File: config.mk
export PLATFORM = sky130hd
export DESIGN_NAME = zone_text_tokenizer_top
export DESIGN_NICKNAME = d
export VERILOG_FILES = /design/src/design/zt_pkg.sv /design/src/design/zt_step.sv /design/src/design/zone_text_tokenizer_top.sv
export SDC_FILE = /design/constraint.sdc
export NUM_CORES = 1
export LEC_CHECK = 0
export ABC_AREA = 1
export BUFFER_PORTS_ARGS = -buffer_cell sky130_fd_sc_hd__buf_2
export CAP_MARGIN = 25
export CORE_MARGIN = 3
export CORE_UTILIZATION = 60
export DETAILED_ROUTE_END_ITERATION = 7
export PLACE_DENSITY = 0.79
export SYNTH_ARGS = -nofsm -noshare
export SYNTH_HDL_FRONTEND = slang
export SYNTH_SLANG_ARGS = --single-unit
File: constraint.sdc
create_clock -name clock -period 5.4 [get_ports clock]
set_input_delay 0.81 -clock clock [delete_from_list [all_inputs] [get_ports clock]]
set_output_delay 0.81 -clock clock [all_outputs]
set_load 0.1 [all_outputs]
File: src/design/zt_pkg.sv
// Package for the zone text tokenizer: payload structs, scan modes,
// character codes and the piece index helper. No dependencies.
`timescale 1ns / 1ps

package zt_pkg;

   // Piece count saturates here
   localparam int MAX_PIECES = 255;
   localparam int CNT_W      = $clog2(MAX_PIECES + 1);

   // Character codes
   localparam logic [7:0] CHR_SEMI   = 8'h3B;
   localparam logic [7:0] CHR_NL     = 8'h0A;
   localparam logic [7:0] CHR_LPAR   = 8'h28;
   localparam logic [7:0] CHR_RPAR   = 8'h29;
   localparam logic [7:0] CHR_QUOTE  = 8'h22;
   localparam logic [7:0] CHR_BSLASH = 8'h5C;
   localparam logic [7:0] CHR_TAB    = 8'h09;
   localparam logic [7:0] CHR_FF     = 8'h0C;
   localparam logic [7:0] CHR_VT     = 8'h0B;
   localparam logic [7:0] CHR_CR     = 8'h0D;
   localparam logic [7:0] CHR_SPACE  = 8'h20;

   typedef enum logic [2:0] {
      MODE_BETWEEN     = 3'd0,
      MODE_COMMENT     = 3'd1,
      MODE_UNQ         = 3'd2,
      MODE_UNQ_ESC     = 3'd3,
      MODE_QUO         = 3'd4,
      MODE_QUO_ESC     = 3'd5,
      MODE_AFTER_QUOTE = 3'd6
   } zt_mode_type;

   typedef struct packed {
      logic [7:0] text_byte;
      logic       end_of_text;
   } zt_req_type;

   typedef struct packed {
      logic        piece_byte;
      logic        piece_first;
      logic        piece_closed_before;
      logic [7:0]  piece_index;
      logic        owner_inherited;
      logic        record_done;
      logic        in_parens;
      logic [31:0] newlines_seen;
   } zt_rsp_type;

   typedef struct packed {
      zt_mode_type      mode;
      logic             paren_open;
      logic [CNT_W-1:0] pieces;
      logic             at_origin;
      logic [31:0]      line_breaks;
   } zt_state_type;

   localparam zt_state_type STATE_RESET = '{
      mode:        MODE_BETWEEN,
      paren_open:  1'b0,
      pieces:      '0,
      at_origin:   1'b1,
      line_breaks: 32'd0
   };

   // Index of the current piece: count minus one, capped at 255
   function automatic logic [7:0] piece_idx(input logic [CNT_W-1:0] cnt);
      logic [CNT_W-1:0] dec;
      begin
         dec = cnt - CNT_W'(1);
         if (cnt == '0) begin
            return 8'd0;
         end else if (32'(dec) > 32'd255) begin
            return 8'hFF;
         end else begin
            return 8'(dec);
         end
      end
   endfunction

   function automatic logic is_blank(input logic [7:0] b);
      return (b == CHR_SPACE) || (b == CHR_TAB) || (b == CHR_FF);
   endfunction

endpackage

File: src/design/zt_step.sv
// Combinational scan step: next tokenizer state and result for one byte.
// Depends on zt_pkg.
`timescale 1ns / 1ps

module zt_step import zt_pkg::*; (
   input  zt_state_type state_cur,
   input  zt_req_type   req,
   output zt_state_type state_nxt,
   output zt_rsp_type   rsp
);

   logic [7:0] b;
   logic       is_nl;
   logic       do_btw;
   logic       part;

   assign b     = req.text_byte;
   assign is_nl = (b == CHR_NL);

   always_comb begin
      state_nxt = state_cur;
      rsp       = '0;
      do_btw    = 1'b0;
      part      = 1'b0;

      if (req.end_of_text) begin
         // Flush: report open piece and record, then return to reset
         rsp.piece_closed_before = (state_cur.mode == MODE_UNQ) ||
                                   (state_cur.mode == MODE_UNQ_ESC) ||
                                   (state_cur.mode == MODE_QUO) ||
                                   (state_cur.mode == MODE_QUO_ESC) ||
                                   (state_cur.mode == MODE_AFTER_QUOTE);
         rsp.record_done   = (state_cur.pieces != '0);
         rsp.newlines_seen = state_cur.line_breaks;
         state_nxt         = STATE_RESET;
      end else begin
         // Count every newline byte
         state_nxt.line_breaks = state_cur.line_breaks + 32'(is_nl);

         case (state_cur.mode)
            MODE_COMMENT: begin
               if (is_nl) begin
                  do_btw = 1'b1;
               end else begin
                  state_nxt.at_origin = 1'b0;
               end
            end
            MODE_UNQ, MODE_UNQ_ESC: begin
               if ((state_cur.mode == MODE_UNQ_ESC) &&
                   (is_blank(b) || is_nl || (b == CHR_VT) || (b == CHR_CR))) begin
                  // Escaped blank stays in the piece
                  part                = 1'b1;
                  state_nxt.mode      = MODE_UNQ;
                  state_nxt.at_origin = 1'b0;
               end else if (is_nl || is_blank(b)) begin
                  rsp.piece_closed_before = 1'b1;
                  do_btw                  = 1'b1;
               end else if ((b == CHR_RPAR) && state_cur.paren_open) begin
                  rsp.piece_closed_before = 1'b1;
                  state_nxt.paren_open    = 1'b0;
                  state_nxt.mode          = MODE_BETWEEN;
                  state_nxt.at_origin     = 1'b0;
               end else begin
                  part                = 1'b1;
                  state_nxt.mode      = ((b == CHR_BSLASH) && !state_cur.paren_open) ?
                                        MODE_UNQ_ESC : MODE_UNQ;
                  state_nxt.at_origin = 1'b0;
               end
            end
            MODE_QUO, MODE_QUO_ESC: begin
               if ((state_cur.mode == MODE_QUO_ESC) &&
                   ((b == CHR_QUOTE) || (b == CHR_BSLASH))) begin
                  part                = 1'b1;
                  state_nxt.mode      = MODE_QUO;
                  state_nxt.at_origin = 1'b0;
               end else if (is_nl) begin
                  rsp.piece_closed_before = 1'b1;
                  do_btw                  = 1'b1;
               end else begin
                  part                = 1'b1;
                  state_nxt.at_origin = 1'b0;
                  if (b == CHR_QUOTE) begin
                     state_nxt.mode = MODE_AFTER_QUOTE;
                  end else if (b == CHR_BSLASH) begin
                     state_nxt.mode = MODE_QUO_ESC;
                  end else begin
                     state_nxt.mode = MODE_QUO;
                  end
               end
            end
            MODE_AFTER_QUOTE: begin
               rsp.piece_closed_before = 1'b1;
               do_btw                  = 1'b1;
            end
            default: begin
               do_btw = 1'b1;
            end
         endcase

         // Handle a byte seen while no piece is open
         if (do_btw) begin
            state_nxt.mode      = MODE_BETWEEN;
            state_nxt.at_origin = 1'b0;
            if (b == CHR_SEMI) begin
               state_nxt.mode = MODE_COMMENT;
            end else if (is_nl) begin
               if (!state_cur.paren_open) begin
                  rsp.record_done     = (state_cur.pieces != '0);
                  state_nxt.pieces    = '0;
                  state_nxt.at_origin = 1'b1;
               end
            end else if (is_blank(b)) begin
               // skip
            end else if ((b == CHR_LPAR) && !state_cur.paren_open) begin
               state_nxt.paren_open = 1'b1;
            end else if ((b == CHR_RPAR) && state_cur.paren_open) begin
               state_nxt.paren_open = 1'b0;
            end else begin
               // Open a new piece
               if (state_cur.pieces == '0) begin
                  rsp.owner_inherited = !state_cur.at_origin;
               end
               if (state_cur.pieces < CNT_W'(MAX_PIECES)) begin
                  state_nxt.pieces = state_cur.pieces + CNT_W'(1);
               end
               rsp.piece_first = 1'b1;
               part            = 1'b1;
               if (b == CHR_QUOTE) begin
                  state_nxt.mode = MODE_QUO;
               end else if ((b == CHR_BSLASH) && !state_cur.paren_open) begin
                  state_nxt.mode = MODE_UNQ_ESC;
               end else begin
                  state_nxt.mode = MODE_UNQ;
               end
            end
         end

         rsp.piece_byte    = part;
         rsp.piece_index   = part ? piece_idx(state_nxt.pieces) : 8'd0;
         rsp.in_parens     = state_nxt.paren_open;
         rsp.newlines_seen = state_nxt.line_breaks;
      end
   end

endmodule

File: src/design/zone_text_tokenizer_top.sv
// Zone text tokenizer: byte-wide lexer for DNS master file text.
// Channels: req (one text byte or end-of-text flush per transfer) and
// rsp (one result per accepted item, in order).
// Operation:
//   - An accepted item lands in the input register, is scanned there
//     against the tokenizer state, and the result lands in the output
//     register once that register is free.
//   - Throughput is one item per cycle unless the receiver stalls. Scanning
//     a byte is a short mode update between the input and output registers,
//     and the state registers advance as each item moves into the output register.
//   - When the receiver stalls, the result holds in the output register,
//     one more item waits in the input register, and then req_ready drops.
//   - Reset clears both stage valids and returns the scan state to between
//     pieces, no open parenthesis, empty record and zero newline count.
//   - An end-of-text flush reports the close of an open piece and record,
//     then returns the scan state to its reset value.
// Depends on zt_pkg and zt_step.
`timescale 1ns / 1ps

module zone_text_tokenizer_top import zt_pkg::*; (
   input  logic       clock,
   input  logic       reset,
   input  logic       req_valid,
   output logic       req_ready,
   input  zt_req_type req_data,
   output logic       rsp_valid,
   input  logic       rsp_ready,
   output zt_rsp_type rsp_data
);

   logic         in_valid_ff;
   logic         in_valid_in;
   zt_req_type   in_data_ff;
   logic         out_valid_ff;
   logic         out_valid_in;
   zt_rsp_type   out_data_ff;
   zt_state_type state_ff;
   zt_state_type state_in;
   zt_rsp_type   step_rsp;
   logic         advance;

   // Move the input item forward when the output register is free
   assign advance   = in_valid_ff && (!out_valid_ff || rsp_ready);
   assign req_ready = !in_valid_ff || advance;

   assign in_valid_in  = (req_valid && req_ready) || (in_valid_ff && !advance);
   assign out_valid_in = advance || (out_valid_ff && !rsp_ready);

   zt_step u_step (
      .state_cur (state_ff),
      .req       (in_data_ff),
      .state_nxt (state_in),
      .rsp       (step_rsp)
   );

   // Control and scan state
   always_ff @(posedge clock) begin
      if (reset) begin
         in_valid_ff  <= 1'b0;
         out_valid_ff <= 1'b0;
         state_ff     <= STATE_RESET;
      end else begin
         in_valid_ff  <= in_valid_in;
         out_valid_ff <= out_valid_in;
         if (advance) begin
            state_ff <= state_in;
         end
      end
   end

   // Payload registers
   always_ff @(posedge clock) begin
      if (req_valid && req_ready) begin
         in_data_ff <= req_data;
      end
      if (advance) begin
         out_data_ff <= step_rsp;
      end
   end

   assign rsp_valid = out_valid_ff;
   assign rsp_data  = out_data_ff;

endmodule

==> impl_metrics.env <==
export IMPL_cp_data_required_time_ns=5.51
export IMPL_hold_path_depth=2
export IMPL_ff2ff_setup_slack_ns=2.25
export IMPL_relSlewSlack=0.3961
export IMPL_root_buffer="clkbuf_8"
export IMPL_fin_crit_sh=0.5835
export IMPL_dp_cells=851
export IMPL_timing_rr_start="in_data_ff[8]"
export IMPL_dr_pass1_iters=7
export IMPL_synth_top_family_by_area="simple AND/OR/NAND/NOR gates"
export IMPL_slew_violations=0
export IMPL_rsz0062_at_grt="false"
export IMPL_htree_levels=3
export IMPL_yosysMostFrequentCell="nand2_1"
export IMPL_setup_viol=0
export IMPL_skew_ns=0.01833
export IMPL_power_mw=1.734
export IMPL_synth_mux_area_frac=0
export IMPL_synth_edf_count=55
export IMPL_synth_commonest_cells="134 x nand2_1, 84 x o21ai_0, 83 x inv_1"
export IMPL_outcome="finished, final reports clean"
export IMPL_diodes=0
export IMPL_cap_violations=0
export IMPL_vdd_drop_max_mv=0.2658
export IMPL_reg2reg_depth=18
export IMPL_avgSynthCellArea_um2=8.039
export IMPL_hold_class="register to register"
export IMPL_nFillCells=688
export IMPL_cts_sinks=102
export IMPL_path_class="register to register"
export IMPL_tns_ns=0
export IMPL_path_cells="inv_1 -> nand2_1 -> nor2_4 -> nand2_4 -> inv_2 -> ha_1 -> ha_1 -> nand3_2 -> nor2_1 -> nand2_1 -> nor2_2 -> nand4_1 -> nor2_1 -> nand2_1 -> nor2_1 -> inv_1 -> o211ai_1 -> o21ai_0"
export IMPL_power_density_mw_per_mm2=279.7
export IMPL_synth_cells=701
export IMPL_cts_tree="built"
export IMPL_synthArstFlopShare=0
export IMPL_cts_buffers=9
export IMPL_gp_congestion=0.9472
export IMPL_synth_cell_types=47
export IMPL_path_clk_slew_ns=0.11
export IMPL_finalWirelength_mm=12.32
export IMPL_r2r_end="rsp_data[24]"
export IMPL_synth_area_mm2=0.005635
export IMPL_antenna_left=0
export IMPL_post_dp_hpwl_mm=8.746
export IMPL_yosysTopAreaCellShare=0.2931
export IMPL_fin_crit_ns=3.151
export IMPL_port_buffers=60
export IMPL_max_stage_delay_ns=0.42
export IMPL_core_mm2=0.008934
export IMPL_drt_iter0_markers=336
export IMPL_slowest_stage="edfxtp_1"
export IMPL_nets=773
export IMPL_vias=4955
export IMPL_grt_pass1_vias=4666
export IMPL_drive_gt1_frac=0.1858
export IMPL_whs_endpoint="rsp_valid"
export IMPL_timing_fmax_mhz=317.4
export IMPL_synth_simple_area_share=0.2784
export IMPL_finalHoldViolCount=0
export IMPL_synthFlopType="edfxtp_1"
export IMPL_end_kind="register"
export IMPL_hp_start="in_valid_ff"
export IMPL_critPathTopFamily="simple AND/OR/NAND/NOR gates"
export IMPL_areaGrowthSynthToFinish_pct=9.991
export IMPL_clk_path_buf_depth=2
export IMPL_ys_seq_area_frac=0.4600
export IMPL_antenna_found_initial=0
export IMPL_fin_cells=867
export IMPL_start_util=0.6308
export IMPL_vias_per_cell=5.715
export IMPL_design_die_area_mm2=0.01059
export IMPL_p_leak_nw=2.549
export IMPL_grt_ovfl_total=0
export IMPL_routedWlPerCell_um=14.21
export IMPL_grtUsageTotal=0.2409
export IMPL_start_kind="register"
export IMPL_cts_resized_gates=0
export IMPL_grt_pass1_wl_mm=20.70
export IMPL_ys_warn_count=0
export IMPL_synthXorXnorAreaFrac=0.001554
export IMPL_holdBufCountCts=0
export IMPL_synth_area_leaders="edfxtp_1 29%, dfxtp_1 17%, nand2_1 8.9%, o21ai_0 7.5%, inv_1 5.5%"
export IMPL_synth_compound_area_share=0.1676
export IMPL_die_y_um=102.9
export IMPL_clk_latency_ns=0.37
export IMPL_cp_arrival_ns=3.27
export IMPL_synth_seq_cells=102
export IMPL_synthAdderAreaFrac=0.01332
export IMPL_grt_max_degree=59
export IMPL_placementRows=34
export IMPL_crit_fanout=9
export IMPL_io_pins=61
export IMPL_drc=0
export IMPL_worst_pin_slew_ns=0.9049
export IMPL_path_buf_inv=3
export IMPL_post_cts_buffers=0
export IMPL_startpoint="in_data_ff[8]"
export IMPL_fp_dieW_um=102.9
export IMPL_synth_top_area_cell="edfxtp_1"
export IMPL_synth_nets=720
==> routing by layer <==
metal | GRT usage | wire (µm) | share of wire | vias up
met5 | 0 | 0 | 0 | -
met4 | 0.07371 | 146 | 0.012 | 0
met3 | 0.03924 | 714 | 0.058 | 16
met2 | 0.3878 | 5759 | 0.47 | 169
met1 | 0.3359 | 5701 | 0.46 | 2268
li1 | - | - | - | 2502
==> power by group <==
part | internal (mW) | switching, mW | total [mW]
Sequential | 0.868 | 0.0306 | 0.898
Combinational | 0.0745 | 0.290 | 0.365
Clock | 0.200 | 0.271 | 0.471
==> final cells by class <==
cell class | count | area [µm²] | share of cell area
clock inverters | 5 | 38.79 | 0.006258
repair buffers | 64 | 330.3 | 0.05329
inverters | 92 | 351.6 | 0.05672
well taps | 108 | 135.1 | 0.02180
flip-flops and latches | 102 | 2592 | 0.4182
clock buffers | 11 | 152.6 | 0.02463
multi-input cells | 485 | 2597 | 0.4191
==> stage by stage <==
| step | hold slack [ns] | area (µm²) | util | worst slack, ns |
|---|---|---|---|---|
| floorplan | 0.4434 | 5635 | - | 2.147 |
| global placement | 0.4586 | 6007 | 0.6724 | 2.437 |
| finish | 0.4921 | 6198 | 0.6938 | 2.249 |
| detailed placement | 0.4774 | 6007 | 0.6724 | 2.257 |
| global route | 0.5081 | 6198 | 0.6938 | 1.895 |
| CTS | 0.4887 | 6198 | 0.6938 | 2.273 |
==> registers in the layout, summed over array words and instances (netlist names) <==
signal	flops
state_ff	45
in_data_ff	9
in_valid_ff	1
rsp_valid	1
rsp_data	46
==> worst register-to-register path, stage by stage (launching register included) <==
cell and delay, ns:
edfxtp_1 0.42, inv_1 0.09, nand2_1 0.11, nor2_4 0.17, nand2_4 0.11, inv_2 0.11
ha_1 0.18, ha_1 0.22, nand3_2 0.13, nor2_1 0.17, nand2_1 0.13, nor2_2 0.14
nand4_1 0.14, nor2_1 0.16, nand2_1 0.08, nor2_1 0.09, inv_1 0.08, o211ai_1 0.22
o21ai_0 0.12
==> worst max-delay path by stage <==
stage / to / cells after the start
6_report: rsp_data[24] / 18
5_1_grt: rsp_data[24] / 18
4_1_cts: rsp_data[24] / 18
3_5_place_dp: state_ff[42] / 9
3_3_place_gp: state_ff[9] / 8
2_1_floorplan: rsp_data[0] / 6
==> cell usage in the layout (no fill, tap or decap), types with 8 or more instances in the layout <==
cell / count
a21oi_1: 61
buf_2: 60
clkbuf_8: 9
dfxtp_1: 47
edfxtp_1: 55
inv_1: 82
nand2_1: 134
nand2_2: 11
nand3_1: 44
nand4_1: 15
nor2_1: 44
nor2_2: 8
nor3_1: 13
nor4_1: 8
o21ai_0: 84
==> kinds of logic after synthesis <==
group	Yosys count
AO/OA/AOI/OAI	172
XOR/XNOR	1
adder cells (fa/ha/maj)	6
buffers and inverters	114
flip-flops	102
AND/OR/NAND/NOR	306
Power figures use the tool's default switching activity.
